--- config.mk ---
export PLATFORM = sky130hd
export DESIGN_NAME = stable_priority_event_queue_core
export DESIGN_NICKNAME = d
export VERILOG_FILES = /design/src/rtl/spq_pkg.sv /design/src/rtl/spq_ram.sv /design/src/rtl/stable_priority_event_queue_core.sv
export SDC_FILE = /design/constraint.sdc
export NUM_CORES = 1
export LEC_CHECK = 0
export BUFFER_PORTS_ARGS = -buffer_cell sky130_fd_sc_hd__buf_2
export CAP_MARGIN = 30
export CORE_ASPECT_RATIO = 1.5
export CORE_MARGIN = 4
export CORE_UTILIZATION = 40
export CTS_CLUSTER_SIZE = 40
export DETAILED_ROUTE_END_ITERATION = 12
export GPL_ROUTABILITY_DRIVEN = 1
export HOLD_SLACK_MARGIN = 0.15
export PLACE_DENSITY = 0.57
export SKIP_LAST_GASP = 1
export SLEW_MARGIN = 5
export SYNTH_ARGS = -nofsm -noshare
export SYNTH_HDL_FRONTEND = slang
export SYNTH_SLANG_ARGS = --single-unit
--- constraint.sdc ---
create_clock -name clk -period 6.3 [get_ports clk]
set_input_delay 0.945 -clock clk [delete_from_list [all_inputs] [get_ports clk]]
set_output_delay 0.945 -clock clk [all_outputs]
set_load 0.05 [all_outputs]
--- src/rtl/spq_pkg.sv ---
// ----------------------------------------------------------------------------
// spq_pkg
// Shared codes for the stable priority event queue: request kinds,
// result status codes and fixed field widths.
// ----------------------------------------------------------------------------
`default_nettype none

package spq_pkg;

  // Request kinds
  localparam logic KIND_POST = 1'b0;
  localparam logic KIND_POP  = 1'b1;

  // Result status codes
  localparam logic [1:0] ST_DONE  = 2'd0;
  localparam logic [1:0] ST_FULL  = 2'd1;
  localparam logic [1:0] ST_EMPTY = 2'd2;

  // Fixed field widths
  localparam int PRIO_W     = 8;
  localparam int ID_W       = 16;
  localparam int PORT_DATA_W = 32;
  localparam int FILL_W     = 5;

endpackage

`default_nettype wire

--- src/rtl/spq_ram.sv ---
// ----------------------------------------------------------------------------
// spq_ram
// Entry memory: one write port, one read port, read data registered.
// ----------------------------------------------------------------------------
`default_nettype none

module spq_ram #(
  parameter int DEPTH  = 16,
  parameter int WIDTH  = 56,
  parameter int ADDR_W = 4
) (
  input  wire logic              clk,
  input  wire logic              we,
  input  wire logic [ADDR_W-1:0] waddr,
  input  wire logic [WIDTH-1:0]  wdata,
  input  wire logic [ADDR_W-1:0] raddr,
  output logic      [WIDTH-1:0]  rdata
);

  logic [WIDTH-1:0] mem [DEPTH];

  // Write and registered read
  always_ff @(posedge clk) begin
    if (we) begin
      mem[waddr] <= wdata;
    end
    rdata <= mem[raddr];
  end

endmodule

`default_nettype wire

--- src/rtl/stable_priority_event_queue_core.sv ---
// Sequencing: a pop passes S_POP, then S_OUT; a post into a non-empty queue walks S_CMP past
// each larger entry (at most QUEUE_DEPTH - 1), via S_NEW if it reaches the head, to S_OUT; a
// post into an empty queue, a dropped post and a pop on empty go straight to S_OUT.
// The walk is set by the single read port and single write port of the entry RAM.
// One item is in work at a time; the next is taken in the cycle after the result is staged.
// Reset: synchronous, active low; the queue comes up empty, RAM is not cleared.
// ----------------------------------------------------------------------------
// stable_priority_event_queue_core
// Bounded priority queue kept sorted in a circular RAM. A post walks from
// the tail toward the head, moving larger entries one slot back; a pop
// reads the head entry and advances the head pointer.
// ----------------------------------------------------------------------------
`default_nettype none

module stable_priority_event_queue_core #(
  parameter int QUEUE_DEPTH = 16,
  parameter int DATA_BITS   = 32
) (
  input  wire logic                         clk,
  input  wire logic                         rst_n,
  input  wire logic                         in_valid,
  output logic                              in_stall,
  input  wire logic                         in_kind,
  input  wire logic [spq_pkg::PRIO_W-1:0]   in_event_priority,
  input  wire logic [spq_pkg::ID_W-1:0]     in_event_id,
  input  wire logic [spq_pkg::PORT_DATA_W-1:0] in_event_data,
  output logic                              out_valid,
  input  wire logic                         out_stall,
  output logic [1:0]                        out_status,
  output logic [spq_pkg::PRIO_W-1:0]        out_priority,
  output logic [spq_pkg::ID_W-1:0]          out_id,
  output logic [spq_pkg::PORT_DATA_W-1:0]   out_data,
  output logic [spq_pkg::FILL_W-1:0]        out_fill
);

  import spq_pkg::*;

  localparam int IDX_W   = (QUEUE_DEPTH > 1) ? $clog2(QUEUE_DEPTH) : 1;
  localparam int CNT_W   = $clog2(QUEUE_DEPTH + 1);
  localparam int AW      = IDX_W + 1;
  localparam int ENTRY_W = PRIO_W + ID_W + DATA_BITS;

  localparam logic [2:0] S_IDLE = 3'd0;
  localparam logic [2:0] S_POP  = 3'd1;
  localparam logic [2:0] S_CMP  = 3'd2;
  localparam logic [2:0] S_NEW  = 3'd3;
  localparam logic [2:0] S_OUT  = 3'd4;

  logic [2:0]            state_r, state_nxt;
  logic [IDX_W-1:0]      head_r, head_nxt;
  logic [CNT_W-1:0]      cnt_r, cnt_nxt;
  logic [CNT_W-1:0]      j_r, j_nxt;
  logic [ENTRY_W-1:0]    new_r, new_nxt;
  logic [1:0]            res_status_r, res_status_nxt;
  logic [ENTRY_W-1:0]    res_entry_r, res_entry_nxt;
  logic                  out_valid_r;
  logic [1:0]            out_status_r;
  logic [ENTRY_W-1:0]    out_entry_r;
  logic [FILL_W-1:0]     out_fill_r;

  logic                  we;
  logic [IDX_W-1:0]      waddr, raddr;
  logic [ENTRY_W-1:0]    wdata, rdata;
  logic [CNT_W-1:0]      rd_off;
  logic [PRIO_W-1:0]     rd_prio, new_prio;
  logic                  in_xfer, out_free;

  // Map an offset from the head onto a RAM index
  function automatic logic [IDX_W-1:0] slot(input logic [IDX_W-1:0] head,
                                            input logic [CNT_W-1:0] off);
    logic [AW-1:0] sum;
    sum = AW'(head) + AW'(off);
    if (sum >= AW'(QUEUE_DEPTH)) begin
      sum = sum - AW'(QUEUE_DEPTH);
    end
    return sum[IDX_W-1:0];
  endfunction

  assign in_stall = (state_r != S_IDLE);
  assign in_xfer  = in_valid && !in_stall;
  assign out_free = !out_valid_r || !out_stall;
  assign rd_prio  = rdata[ENTRY_W-1 -: PRIO_W];
  assign new_prio = new_r[ENTRY_W-1 -: PRIO_W];

  spq_ram #(
    .DEPTH  (QUEUE_DEPTH),
    .WIDTH  (ENTRY_W),
    .ADDR_W (IDX_W)
  ) u_ram (
    .clk   (clk),
    .we    (we),
    .waddr (waddr),
    .wdata (wdata),
    .raddr (raddr),
    .rdata (rdata)
  );

  // Choose the read offset: head for a pop, tail for a post, next lower while walking
  always_comb begin
    if (state_r == S_CMP) begin
      rd_off = j_r - CNT_W'(2);
    end else if (in_kind == KIND_POP) begin
      rd_off = '0;
    end else begin
      rd_off = cnt_r - CNT_W'(1);
    end
  end
  assign raddr = slot(head_r, rd_off);

  // Sequence one item through the RAM
  always_comb begin
    state_nxt      = state_r;
    head_nxt       = head_r;
    cnt_nxt        = cnt_r;
    j_nxt          = j_r;
    new_nxt        = new_r;
    res_status_nxt = res_status_r;
    res_entry_nxt  = res_entry_r;
    we             = 1'b0;
    waddr          = head_r;
    wdata          = new_r;
    unique case (state_r)
      S_IDLE: begin
        if (in_xfer) begin
          new_nxt       = {in_event_priority, in_event_id, DATA_BITS'(in_event_data)};
          res_entry_nxt = '0;
          res_status_nxt = ST_DONE;
          if (in_kind == KIND_POP) begin
            if (cnt_r == '0) begin
              res_status_nxt = ST_EMPTY;
              state_nxt      = S_OUT;
            end else begin
              state_nxt = S_POP;
            end
          end else if (cnt_r == CNT_W'(QUEUE_DEPTH)) begin
            res_status_nxt = ST_FULL;
            state_nxt      = S_OUT;
          end else if (cnt_r == '0) begin
            we        = 1'b1;
            waddr     = head_r;
            wdata     = {in_event_priority, in_event_id, DATA_BITS'(in_event_data)};
            cnt_nxt   = cnt_r + CNT_W'(1);
            state_nxt = S_OUT;
          end else begin
            j_nxt     = cnt_r;
            state_nxt = S_CMP;
          end
        end
      end
      S_POP: begin
        res_entry_nxt = rdata;
        head_nxt      = slot(head_r, CNT_W'(1));
        cnt_nxt       = cnt_r - CNT_W'(1);
        state_nxt     = S_OUT;
      end
      S_CMP: begin
        we    = 1'b1;
        waddr = slot(head_r, j_r);
        if (rd_prio > new_prio) begin
          // Move the larger entry one slot back and keep walking
          wdata = rdata;
          j_nxt = j_r - CNT_W'(1);
          state_nxt = (j_r == CNT_W'(1)) ? S_NEW : S_CMP;
        end else begin
          wdata     = new_r;
          cnt_nxt   = cnt_r + CNT_W'(1);
          state_nxt = S_OUT;
        end
      end
      S_NEW: begin
        we        = 1'b1;
        waddr     = head_r;
        wdata     = new_r;
        cnt_nxt   = cnt_r + CNT_W'(1);
        state_nxt = S_OUT;
      end
      S_OUT: begin
        if (out_free) begin
          state_nxt = S_IDLE;
        end
      end
      default: begin
        state_nxt = S_IDLE;
      end
    endcase
  end

  // Hold control state
  always_ff @(posedge clk) begin
    if (!rst_n) begin
      state_r     <= S_IDLE;
      head_r      <= '0;
      cnt_r       <= '0;
      out_valid_r <= 1'b0;
    end else begin
      state_r <= state_nxt;
      head_r  <= head_nxt;
      cnt_r   <= cnt_nxt;
      if (state_r == S_OUT && out_free) begin
        out_valid_r <= 1'b1;
      end else if (!out_stall) begin
        out_valid_r <= 1'b0;
      end
    end
  end

  // Hold payload and stage the result
  always_ff @(posedge clk) begin
    j_r          <= j_nxt;
    new_r        <= new_nxt;
    res_status_r <= res_status_nxt;
    res_entry_r  <= res_entry_nxt;
    if (state_r == S_OUT && out_free) begin
      out_status_r <= res_status_r;
      out_entry_r  <= res_entry_r;
      out_fill_r   <= FILL_W'(cnt_r);
    end
  end

  assign out_valid    = out_valid_r;
  assign out_status   = out_status_r;
  assign out_priority = out_entry_r[ENTRY_W-1 -: PRIO_W];
  assign out_id       = out_entry_r[DATA_BITS +: ID_W];
  assign out_data     = PORT_DATA_W'(out_entry_r[DATA_BITS-1:0]);
  assign out_fill     = out_fill_r;

endmodule

`default_nettype wire
==> results.rst, run 1 <==
.. list-table::
   :header-rows: 1

   * - Metric
     - Value
   * - Cell area reported after detailed placement
     - 0.0461 mm^2
   * - WL final
     - 100000 um
   * - Launching instance or port of the critical path
     - state_r[1]
   * - Power per standard cell area
     - 421 mW/mm^2
   * - Sequential fraction of the synthesis area
     - 78.4%
   * - Outcome
     - finished clean
   * - Global Route met1 Usage
     - 23.6%
   * - Synthesized net count
     - between 1500 and 2000
   * - Post-route DRC
     - 0
   * - Std-Cell Core Area
     - 0.107 mm^2
   * - Vias after detailed routing
     - 19800
   * - Setup_tns
     - 0 ns
   * - Final Net Count
     - 2182
   * - Leading cell type by number of instances after synthesis
     - edfxtp_1
   * - Global routing usage on met2
     - 30.9%
   * - Post-Syn Instances
     - 1893
   * - Critical path type
     - register to register
   * - Clk pin slew, worst setup/hold paths
     - 0.06 ns
   * - Most used cell along the critical path
     - mux4_2
   * - Layout overhead on the synthesized area
     - 15.2%
   * - Number of pins exceeding their max-slew limit in the final report
     - 0
   * - Setup repair after global routing missed its margin
     - false
   * - Timing-limited maximum frequency
     - 229 MHz
   * - Slew Limit Headroom
     - 37.2%
   * - Reg2Reg Launch Point
     - state_r[1]
   * - CTS H-tree depth
     - 3
   * - Post-synthesis sequential element count
     - between 1000 and 1500
   * - Count of cell types in the netlist
     - 50
   * - Ordered list of cells on the worst path
     - or3b_1 -> o21ai_0 -> ha_4 -> inv_1 -> fa_4 -> buf_4 -> mux4_2 -> mux4_2
   * - First-pass GRT wire length
     - 146000 um
   * - Critical path endpoint category
     - register
   * - Worst IR Drop VDD
     - 262 uV
   * - Leakage power figure
     - 16.2 nW
   * - Crit path max-delay cell type
     - fa_4
   * - Peak per-stage delay on the critical path
     - 1.15 ns
   * - Clock share of power
     - about 31%
   * - Number of detailed-routing iterations run before antenna repair
     - 5
   * - Cts bufs inserted
     - 103
   * - Post-synth top area cell
     - edfxtp_1
   * - Path type of the worst min-delay path
     - register to register
   * - Hold_ws
     - 0.419 ns
   * - Number of buffer cells added on primary ports
     - 125
   * - Number of setup violations in the final report
     - 0
   * - CTS Root Cell
     - clkbuf_16
   * - Clk_lat worst skew
     - 0.70 ns
   * - Antenna Nets Post-Route
     - 0
   * - Family of cells with the greatest summed delay on the critical path
     - adder cells
   * - Cts hold-fix bufs
     - 0
   * - Cell Count Post-Placement
     - 3406
   * - Syn. warnings
     - 0
   * - PnR Total Power
     - 20.9 mW
   * - Share of total power consumed by net switching
     - approximately 28%
   * - Area of the mapped netlist
     - 0.0431 mm^2
   * - Die boundary width
     - between 200 and 300 um
   * - Sort of element at the start of the critical path
     - register
   * - Most crowded layer after global routing
     - met2
   * - Crit share post-route
     - ~69%
   * - Data arrival time at the worst-slack endpoint
     - 4.92 ns
   * - Biggest area contributors in the synthesized netlist
     - edfxtp_1, mux4_2, dfxtp_1
   * - Top post-synthesis cells by count
     - edfxtp_1, mux4_2, dfxtp_1
   * - Die height
     - 410 um
   * - Cell Int Power
     - 15.1 mW
   * - Number of antenna violations at the first check in global routing
     - 3
   * - Proportion of power drawn by flip-flops and latches
     - roughly 47%
   * - Fraction of layout instances using a drive strength above 1
     - 30.6%
   * - Top-level port count
     - about 130
   * - Initial drt markers
     - about 1900
   * - Area of all placed cells without fillers
     - 0.0496 mm^2
   * - Avg WL per Cell
     - 27.8 um
   * - Area enclosed by the die boundary
     - 0.113 mm^2
   * - WP data required
     - 6.86 ns
   * - Critical path peak fanout
     - 26
   * - Largest net degree at the start of global routing
     - between 50 and 60
   * - Worst clock skew on the final layout
     - 0.0156 ns
   * - Fraction of registers with async set/reset
     - 0%
   * - Non-filler instance count after layout
     - 3602
   * - Resize count post-CTS
     - 0
   * - Vias per std cell
     - ~5.5
   * - Effective utilization at floorplan
     - 40.2%
   * - Worst path bufs/invs
     - 2
   * - Core Rows
     - 147
   * - Area share of the largest cell type after synthesis
     - 75.1%
   * - Number of buffers on the longest clock path
     - 3
   * - Transition time at the pin with the least slew margin
     - 0.940 ns
   * - Startpoint of the worst hold path
     - res_status_r[0]
   * - Sinks on the clock net
     - 1147
   * - Number of buffers inserted to repair setup after CTS
     - 0
   * - Switching power
     - 5.77 mW
   * - Final Hold Fails
     - 0
   * - Dpl hpwl
     - approximately 53000 um
   * - Maximum capacitance violations
     - 0
   * - Global route total overflow
     - 0
   * - TritonCTS clock tree
     - built
   * - Period minus WS final
     - ~4.4 ns
   * - Global Route met3 Usage
     - 2.58%
   * - Global router's overall resource usage
     - 17.8%
   * - Most used flip-flop cell after synthesis
     - edfxtp_1
   * - Number of global-route vias before repair
     - around 21000
   * - Syn avg cell area
     - 22.8 um^2
   * - Power share of the combinational group
     - 21.8%
   * - Number of enable flip-flop cells after synthesis
     - 1078
   * - Final weighted congestion of routability-driven global placement
     - between 0.7 and 0.8
worst register-to-register path, stage by stage, from the launching register on:
cell	delay, ns
dfxtp_1	0.50
or3b_1	0.62
o21ai_0	0.38
ha_4	0.19
inv_1	0.06
fa_4	1.15
buf_4	0.47
mux4_2	0.39
mux4_2	0.48
cell type report:
cell class / count / area [um^2]
fill: 8824 / 57400
sequential: 1147 / 33800
multi-input combinational: 633 / 9030
clock buffer: 136 / 2800
tap: 1415 / 1770
timing repair buffer: 193 / 1530
clock inverter: 58 / 657
inverter: 19 / 71.3
antenna: 1 / 2.50
path summary, 6_finish.rpt:
path,cells after the start,slack (ns),endpoint
worst max-delay path,8,1.94,u_ram.rdata[30]
worst min-delay path,0,0.42,out_status[0]
worst max register to register,8,1.94,u_ram.rdata[30]
worst min register to register,0,0.42,out_status[0]
through the flow:
stage	worst slack [ns]	utilization (%)
final	1.94	46.3
after global routing	1.79	46.3
after CTS	1.91	46.3
after detailed placement	1.83	43.1
after global placement	1.84	42.9
after floorplan	1.72	-
power by group through the flow:
stage | registers (mW) | clock network [mW] | logic, mW
after global routing | 9.95 | 6.90 | 4.90
after floorplan | 10.3 | 0 | 2.92
final | 9.90 | 6.42 | 4.56
after detailed placement | 10.1 | 0 | 4.64
after global placement | 10.1 | 0 | 4.48
after CTS | 9.90 | 6.58 | 4.65
logic make-up (layout without fill, tap and decap cells):
group / Yosys count / after routing / share of synthesized area (%)
DFF: 1147 / 1147 / 78.4
muxes: 286 / 286 / 14.8
AOI/OAI and AO/OA: 155 / 155 / 2.74
and+or+nand+nor: 152 / 152 / 1.94
buffers and inverters: 113 / 406 / 1.14
adders and majority gates: 24 / 24 / 0.732
xor gates and xnor gates: 16 / 16 / 0.325
other: 0 / 1 / 0
state kept, by name, summed over array words and instances (netlist names):
name,cells
u_ram.mem,896
new_r,56
out_entry_r,56
res_entry_r,56
u_ram.rdata,56
cnt_r,5
j_r,5
out_fill,5
head_r,4
state_r,3
out_status,2
res_status_r,2
out_valid,1
layout by cell type, fill, tap and decap left out, types with 8 or more instances in the layout:
cell,Yosys,layout
and2_1,62,61
dfxtp_1,69,69
o21ai_0,9,9
nand2_1,24,24
a22o_1,49,49
clkbuf_8,0,10
nor2_1,32,15
ha_1,22,21
clkbuf_1,67,23
edfxtp_1,1078,1078
mux4_2,280,280
clkinv_2,0,21
a21o_1,55,55
buf_2,17,125
a21oi_1,13,12
buf_12,0,20
clkinvlp_4,0,8
clkbuf_16,0,103
nor2_4,1,18
inv_1,19,19
buf_4,2,41
bufinv_16,0,11
routing by layer:
layer,vias to the layer above,wire [um]
li1,8319,-
met1,10800,40500
met2,606,52200
met3,123,5430
met4,0,1900
met5,-,0
Note: power is estimated with default switching activity, not from simulation.
==> run 2: changes to the inputs <==
--- a/config.mk
+++ b/config.mk
@@ -14,7 +14,7 @@
 export DETAILED_ROUTE_END_ITERATION = 12
 export GPL_ROUTABILITY_DRIVEN = 1
 export HOLD_SLACK_MARGIN = 0.15
-export PLACE_DENSITY = 0.57
+export PLACE_DENSITY = 0.59
 export SKIP_LAST_GASP = 1
 export SLEW_MARGIN = 5
 export SYNTH_ARGS = -nofsm -noshare
==> constraint.sdc (replaced) <==
create_clock -name clk -period 3.6 [get_ports clk]
set_input_delay 0.54 -clock clk [delete_from_list [all_inputs] [get_ports clk]]
set_output_delay 0.54 -clock clk [all_outputs]
set_load 0.05 [all_outputs]
==> results.rst, run 2 (synthesis results as in run 1) <==
.. list-table::
   :header-rows: 1

   * - Metric
     - Value
   * - CTS Root Cell
     - clkbuf_16
   * - Worst Setup Slack, final
     - 0.119 ns (-1.82 ns)
   * - R2R Path End
     - u_ram.rdata[46]
   * - Vias per std cell
     - 5.49 (-0.20%)
   * - Number of detailed-routing iterations run before antenna repair
     - 7 (+2)
   * - Die height
     - 410 um (unchanged)
   * - Endpoint, Worst Hold
     - cnt_r[4]
   * - Final Hold Fails
     - 0 (unchanged)
   * - Top-level port count
     - 126 (unchanged)
   * - Fraction of layout instances using a drive strength above 1
     - 30.9% (+0.29 points)
   * - Number of setup violations in the final report
     - 0 (unchanged)
   * - Maximum capacitance violations
     - 0 (unchanged)
   * - Sort of element at the start of the critical path
     - register
   * - Initial drt markers
     - 1980 (+3.8%)
   * - Reg2Reg Setup Slack
     - 0.12 ns (-1.82 ns)
   * - Period minus WS final
     - 3.48 ns (-0.879 ns)
   * - Std-Cell Core Area
     - 0.107 mm^2 (unchanged)
   * - Worst IR Drop VDD
     - 397 uV (+51%)
   * - Path type of the worst min-delay path
     - primary input to register
   * - Number of buffer cells added on primary ports
     - 125 (unchanged)
   * - Number of cells on the worst reg-to-reg path
     - 9 (+1)
   * - Effective utilization at floorplan
     - 40.2% (unchanged)
   * - Number of pins exceeding their max-slew limit in the final report
     - 0 (unchanged)
   * - Cts bufs inserted
     - 105 (+1.9%)
   * - First-pass GRT wire length
     - 146000 um (about the same)
   * - Post-route DRC
     - 0 (unchanged)
   * - Timing-limited maximum frequency
     - 287 MHz (+25%)
   * - Final weighted congestion of routability-driven global placement
     - 0.753 (-1.9%)
   * - Transition time at the pin with the least slew margin
     - 0.860 ns (-0.0807 ns)
   * - CTS H-tree depth
     - 3 (unchanged)
   * - Worst clock skew on the final layout
     - 0.0315 ns (+0.0160 ns)
   * - Setup repair after global routing missed its margin
     - false
   * - Area enclosed by the die boundary
     - 0.113 mm^2 (unchanged)
   * - Number of flip-flops under the largest register name
     - 896 (unchanged)
   * - Hold_ws
     - 0.267 ns (-0.152 ns)
   * - Core Rows
     - 147 (unchanged)
   * - Outcome
     - finished clean
   * - Most frequent cells in the layout
     - edfxtp_1, mux4_2, buf_2
   * - Number of global-route vias before repair
     - 21300 (+0.014%)
   * - Leakage power figure
     - 16.8 nW (+3.7%)
   * - Critical path type
     - register to register
   * - TritonCTS clock tree
     - built
   * - Global route total overflow
     - 0 (unchanged)
   * - WL final
     - 99800 um (-0.23%)
   * - Sinks on the clock net
     - 1147 (unchanged)
   * - Clk pin slew, worst setup/hold paths
     - 0.06 ns (about the same)
   * - Die boundary width
     - 276 um (unchanged)
   * - Antenna Nets Post-Route
     - 0 (unchanged)
   * - WP data required
     - 4.13 ns (-2.73 ns)
   * - Power per standard cell area
     - 730 mW/mm^2 (+73%)
   * - Layout overhead on the synthesized area
     - 18.4%
   * - Dpl hpwl
     - 53400 um (+0.85%)
   * - Most flops, register
     - u_ram.mem
   * - Slew Limit Headroom
     - 42.7% (+5.5 points)
   * - Setup Slack @ Placement
     - -0.139 ns (-1.97 ns)
   * - Number of cells on the worst hold path
     - 3 (+3)
   * - Critical path peak fanout
     - 43 (+65%)
   * - Avg WL per Cell
     - 26.9 um (-3.0%)
   * - Global router's overall resource usage
     - 17.7% (-0.090 points)
   * - Data arrival time at the worst-slack endpoint
     - 4.01 ns (-0.91 ns)
   * - Reg2Reg Launch Point
     - cnt_r[1]
   * - Largest net degree at the start of global routing
     - 68 (+19%)
   * - Vias after detailed routing
     - 20300 (+2.7%)
   * - Number of buffers on the longest clock path
     - 3 (unchanged)
   * - Final Net Count
     - 2286 (+4.8%)
   * - Commonest non-fill, non-tap cell in the layout
     - edfxtp_1
   * - Startpoint of the worst hold path
     - rst_n
   * - Critical path endpoint category
     - register
   * - Number of antenna violations at the first check in global routing
     - 3 (unchanged)
   * - Clk_lat worst skew
     - 0.69 ns (about the same)
   * - Crit share post-route
     - 96.7% (+27 points)
[run 2: cell types whose count changed in the layout (fill, tap and decap cells not counted), moves of 3 or more]
cell / delta
dlygate4sd3_1: +57
buf_12: +45
clkinv_1: +11
clkinv_2: -9
buf_16: -7
clkbuf_16: +6
clkbuf_1: -4
clkinv_4: +4
buf_4: +3
[run 2: power by group]
group	total [mW]	internal (mW)	switching [mW]
registers	17.4	16.8	0.534
logic	8.62	3.80	4.82
clock network	11.3	6.42	4.83
[run 2: worst max path at each step]
stage / from / to / depth (start not counted)
finish: cnt_r[1] / u_ram.rdata[46] / 9
global route: state_r[2] / u_ram.rdata[22] / 11
CTS: state_r[2] / u_ram.rdata[10] / 11
detailed placement: in_kind / u_ram.rdata[10] / 10
global placement: in_kind / u_ram.rdata[7] / 10
floorplan: j_r[1] / u_ram.mem[4][0] / 7
[run 2: through the flow]
stage               total power, mW  setup TNS (ns)  cells  cell area, um^2  util [%]
global placement               26.0           -3.99   3448            46900      43.8
finish                         37.2               0   3705            51000      47.7
global route                   38.8               0   3703            51000      47.6
CTS                            37.6               0   3699            50900      47.6
detailed placement             26.3           -2.62   3448            46900      43.8
floorplan                      23.2         -715.51   1893            43100         -
[run 2: repair_timing]
action | CTS | global route
cloned | 0 | 2
hold buffers | 57 | 0
hold endpoints to repair | 58 | 0
gates resized for setup | 1 | 2
pin swaps | 0 | 1
setup buffers | 0 | 2
endpoints found under the setup margin | 26 | 22
[run 2: layer usage]
layer / track usage, % / share of wire [%]
met5: 0 / 0
met4: 4.44 / 2.0
met3: 2.82 / 6.6
met2: 30.0 / 51
met1: 24.2 / 40
[run 2: layout make-up]
type / instances / area (um^2)
Inverter: 19 / 71.3
Fill cell: 8723 / 56000
Clock inverter: 56 / 571
Antenna cell: 2 / 5.00
Timing Repair Buffer: 295 / 2900
Tap cell: 1415 / 1770
Clock buffer: 138 / 2910
Sequential cell: 1147 / 33800
Multi-Input combinational cell: 633 / 9030
[run 2: critical path, stage by stage (launching register included)]
cell,delay (ns)
dfxtp_1,0.45
inv_1,0.12
ha_1,0.32
nor2_1,0.12
o21a_1,0.15
inv_1,0.07
fa_4,0.92
buf_12,0.28
mux4_2,0.36
mux4_2,0.50
==> run 3: changes to the inputs <==
--- a/config.mk
+++ b/config.mk
@@ -9,12 +9,12 @@
 export CAP_MARGIN = 30
 export CORE_ASPECT_RATIO = 1.5
 export CORE_MARGIN = 4
-export CORE_UTILIZATION = 40
+export CORE_UTILIZATION = 55
 export CTS_CLUSTER_SIZE = 40
 export DETAILED_ROUTE_END_ITERATION = 12
 export GPL_ROUTABILITY_DRIVEN = 1
 export HOLD_SLACK_MARGIN = 0.15
-export PLACE_DENSITY = 0.59
+export PLACE_DENSITY = 0.77
 export SKIP_LAST_GASP = 1
 export SLEW_MARGIN = 5
 export SYNTH_ARGS = -nofsm -noshare
==> results.rst, run 3 (synthesis results as in run 1) <==
.. list-table::
   :header-rows: 1

   * - Metric
     - Value
   * - Outcome
     - finished clean
   * - Period minus WS final
     - 3.51 ns (+0.0309 ns)
   * - Vias after detailed routing
     - 21000 (+3.2%)
   * - Area of all placed cells without fillers
     - 0.0498 mm^2 (-2.4%)
   * - Cell Count Post-Placement
     - 3022 (-12%)
   * - Layout overhead on the synthesized area
     - 15.6%
   * - First-pass GRT wire length
     - 149000 um (+2.1%)
   * - Hold_ws
     - 0.189 ns (-0.0777 ns)
   * - Startpoint of the worst hold path
     - out_stall
   * - Commonest non-fill, non-tap cell in the layout
     - edfxtp_1
   * - Sort of element at the start of the critical path
     - register
   * - Core Rows
     - 125 (-15%)
   * - Leakage power figure
     - 16.4 nW (-2.1%)
   * - Worst IR Drop VDD
     - 418 uV (+5.2%)
   * - Number of cells on the worst reg-to-reg path
     - 9 (unchanged)
   * - Number of setup violations in the final report
     - 0 (unchanged)
   * - CTS Root Cell
     - clkbuf_16
   * - Effective utilization at floorplan
     - 55.5% (+15 points)
   * - PnR Total Power
     - 36.4 mW (-2.3%)
   * - Final weighted congestion of routability-driven global placement
     - 0.816 (+8.3%)
   * - Most frequent cells in the layout
     - edfxtp_1, mux4_2, buf_2
   * - WL final
     - 102000 um (+1.9%)
   * - Critical path endpoint category
     - register
   * - Setup_tns
     - 0 ns (unchanged)
   * - Most flops, register
     - u_ram.mem
   * - Global router's overall resource usage
     - 24.6% (+6.8 points)
   * - Number of buffers on the longest clock path
     - 3 (unchanged)
   * - Number of detailed-routing iterations run before antenna repair
     - 5 (-2)
   * - Antenna Nets Post-Route
     - 0 (unchanged)
   * - Top-level port count
     - 126 (unchanged)
   * - Data arrival time at the worst-slack endpoint
     - 4.04 ns (+0.03 ns)
   * - Number of antenna violations at the first check in global routing
     - 1 (-2)
   * - Number of global-route vias before repair
     - 22000 (+3.6%)
   * - Cts bufs inserted
     - 95 (-9.5%)
   * - R2R Path End
     - u_ram.rdata[16]
   * - Largest net degree at the start of global routing
     - 72 (+5.9%)
   * - Die boundary width
     - 237 um (-14%)
   * - Number of buffers inserted to repair setup after CTS
     - 0 (unchanged)
   * - Setup repair after global routing missed its margin
     - false
   * - Worst clock skew on the final layout
     - 0.0282 ns (-0.00330 ns)
   * - Reg2Reg Launch Point
     - state_r[0]
   * - Std-Cell Core Area
     - 0.0776 mm^2 (-28%)
   * - Area enclosed by the die boundary
     - 0.0830 mm^2 (-27%)
   * - Final Hold Fails
     - 0 (unchanged)
   * - WP data required
     - 4.12 ns (about the same)
   * - Reg2Reg Setup Slack
     - 0.09 ns (-0.03 ns)
   * - Number of pins exceeding their max-slew limit in the final report
     - 0 (unchanged)
   * - Transition time at the pin with the least slew margin
     - 0.769 ns (-0.0904 ns)
   * - Crit share post-route
     - 97.6% (+0.86 points)
   * - Final Net Count
     - 2246 (-1.7%)
   * - Slew Limit Headroom
     - 48.3% (+5.6 points)
   * - Non-filler instance count after layout
     - 3260 (-12%)
   * - Die height
     - 351 um (-14%)
   * - Cell area reported after detailed placement
     - 0.0460 mm^2 (-1.9%)
   * - Initial drt markers
     - 2909 (+47%)
   * - Clk pin slew, worst setup/hold paths
     - 0.07 ns (about the same)
   * - Post-route DRC
     - 0 (unchanged)
   * - Global route total overflow
     - 0 (unchanged)
   * - Dpl hpwl
     - 48500 um (-9.2%)
   * - Endpoint, Worst Hold
     - out_valid
   * - Number of buffer cells added on primary ports
     - 125 (unchanged)
   * - Number of flip-flops under the largest register name
     - 896 (unchanged)
   * - Avg WL per Cell
     - 31.2 um (+16%)
   * - Power per standard cell area
     - 731 mW/mm^2 (about the same)
   * - Critical path type
     - register to register
   * - TritonCTS clock tree
     - built
   * - CTS H-tree depth
     - 3 (unchanged)
   * - Launching instance or port of the critical path
     - state_r[0]
   * - Sinks on the clock net
     - 1147 (unchanged)
   * - Vias per std cell
     - 6.44 (+17%)
   * - Fraction of layout instances using a drive strength above 1
     - 30.2% (-0.76 points)
   * - Number of cells on the worst hold path
     - 3 (unchanged)
   * - Critical path peak fanout
     - 29 (-33%)
   * - Clk_lat worst skew
     - 0.66 ns (-0.03 ns)
   * - Path type of the worst min-delay path
     - primary input to register
   * - Timing-limited maximum frequency
     - 285 MHz (-0.88%)
   * - Maximum capacitance violations
     - 0 (unchanged)
==> run 3: per-stage QoR <==
stage                     utilization (%)  worst slack (ns)
after CTS                            64.1            0.0542
final                                64.2            0.0880
after global placement               59.3          -0.00894
after floorplan                         -            -0.868
after detailed placement             59.3           -0.0436
after global routing                 64.2            0.0305
==> run 3: area by class of cell <==
type | instances | area (um^2)
flip-flops and latches | 1147 | 33800
fillers | 4901 | 27800
multi-input cells | 633 | 9030
clock buffers | 121 | 2630
repair buffers | 265 | 2470
well taps | 1016 | 1270
clock inverters | 58 | 556
inverters | 19 | 71.3
diodes | 1 | 2.50
==> run 3: worst max-delay path, cell delays in order (launching register included) <==
cell,delay (ns)
dfxtp_1,0.39
or3b_1,0.44
o21ai_2,0.18
ha_4,0.16
inv_1,0.05
fa_4,0.84
buf_12,0.20
buf_12,0.22
mux4_2,0.37
mux4_2,0.49
==> run 3: where the power goes <==
part | switching (mW) | total [mW] | internal (mW)
sequential | 0.549 | 17.4 | 16.8
combinational | 4.86 | 8.45 | 3.58
clock | 4.76 | 10.6 | 5.79
total | 10.2 | 36.4 | 26.2
==> run 3: timing repair <==
| action | 4_1_cts | 5_1_grt |
|---|---|---|
| hold buffers | 56 | 0 |
| endpoints found under the hold margin | 56 | 0 |
| gates resized for setup | 1 | 1 |
| endpoints found under the setup margin | 13 | 4 |
==> run 3: how the worst max path moves through the flow <==
stage,cells past startpoint,slack (ns),to
finish,9,0.09,u_ram.rdata[16]
global route,10,0.03,u_ram.rdata[16]
CTS,9,0.05,u_ram.rdata[50]
detailed placement,10,-0.04,u_ram.rdata[18]
global placement,10,-0.009,u_ram.rdata[16]
floorplan,7,-0.87,u_ram.mem[4][0]
==> run 3: per-layer routing <==
metal,part of all wire (%),GRT usage (%)
met2,53,42.1
met5,0,0
met1,35,32.1
met4,3.3,9.10
met3,8.7,4.20
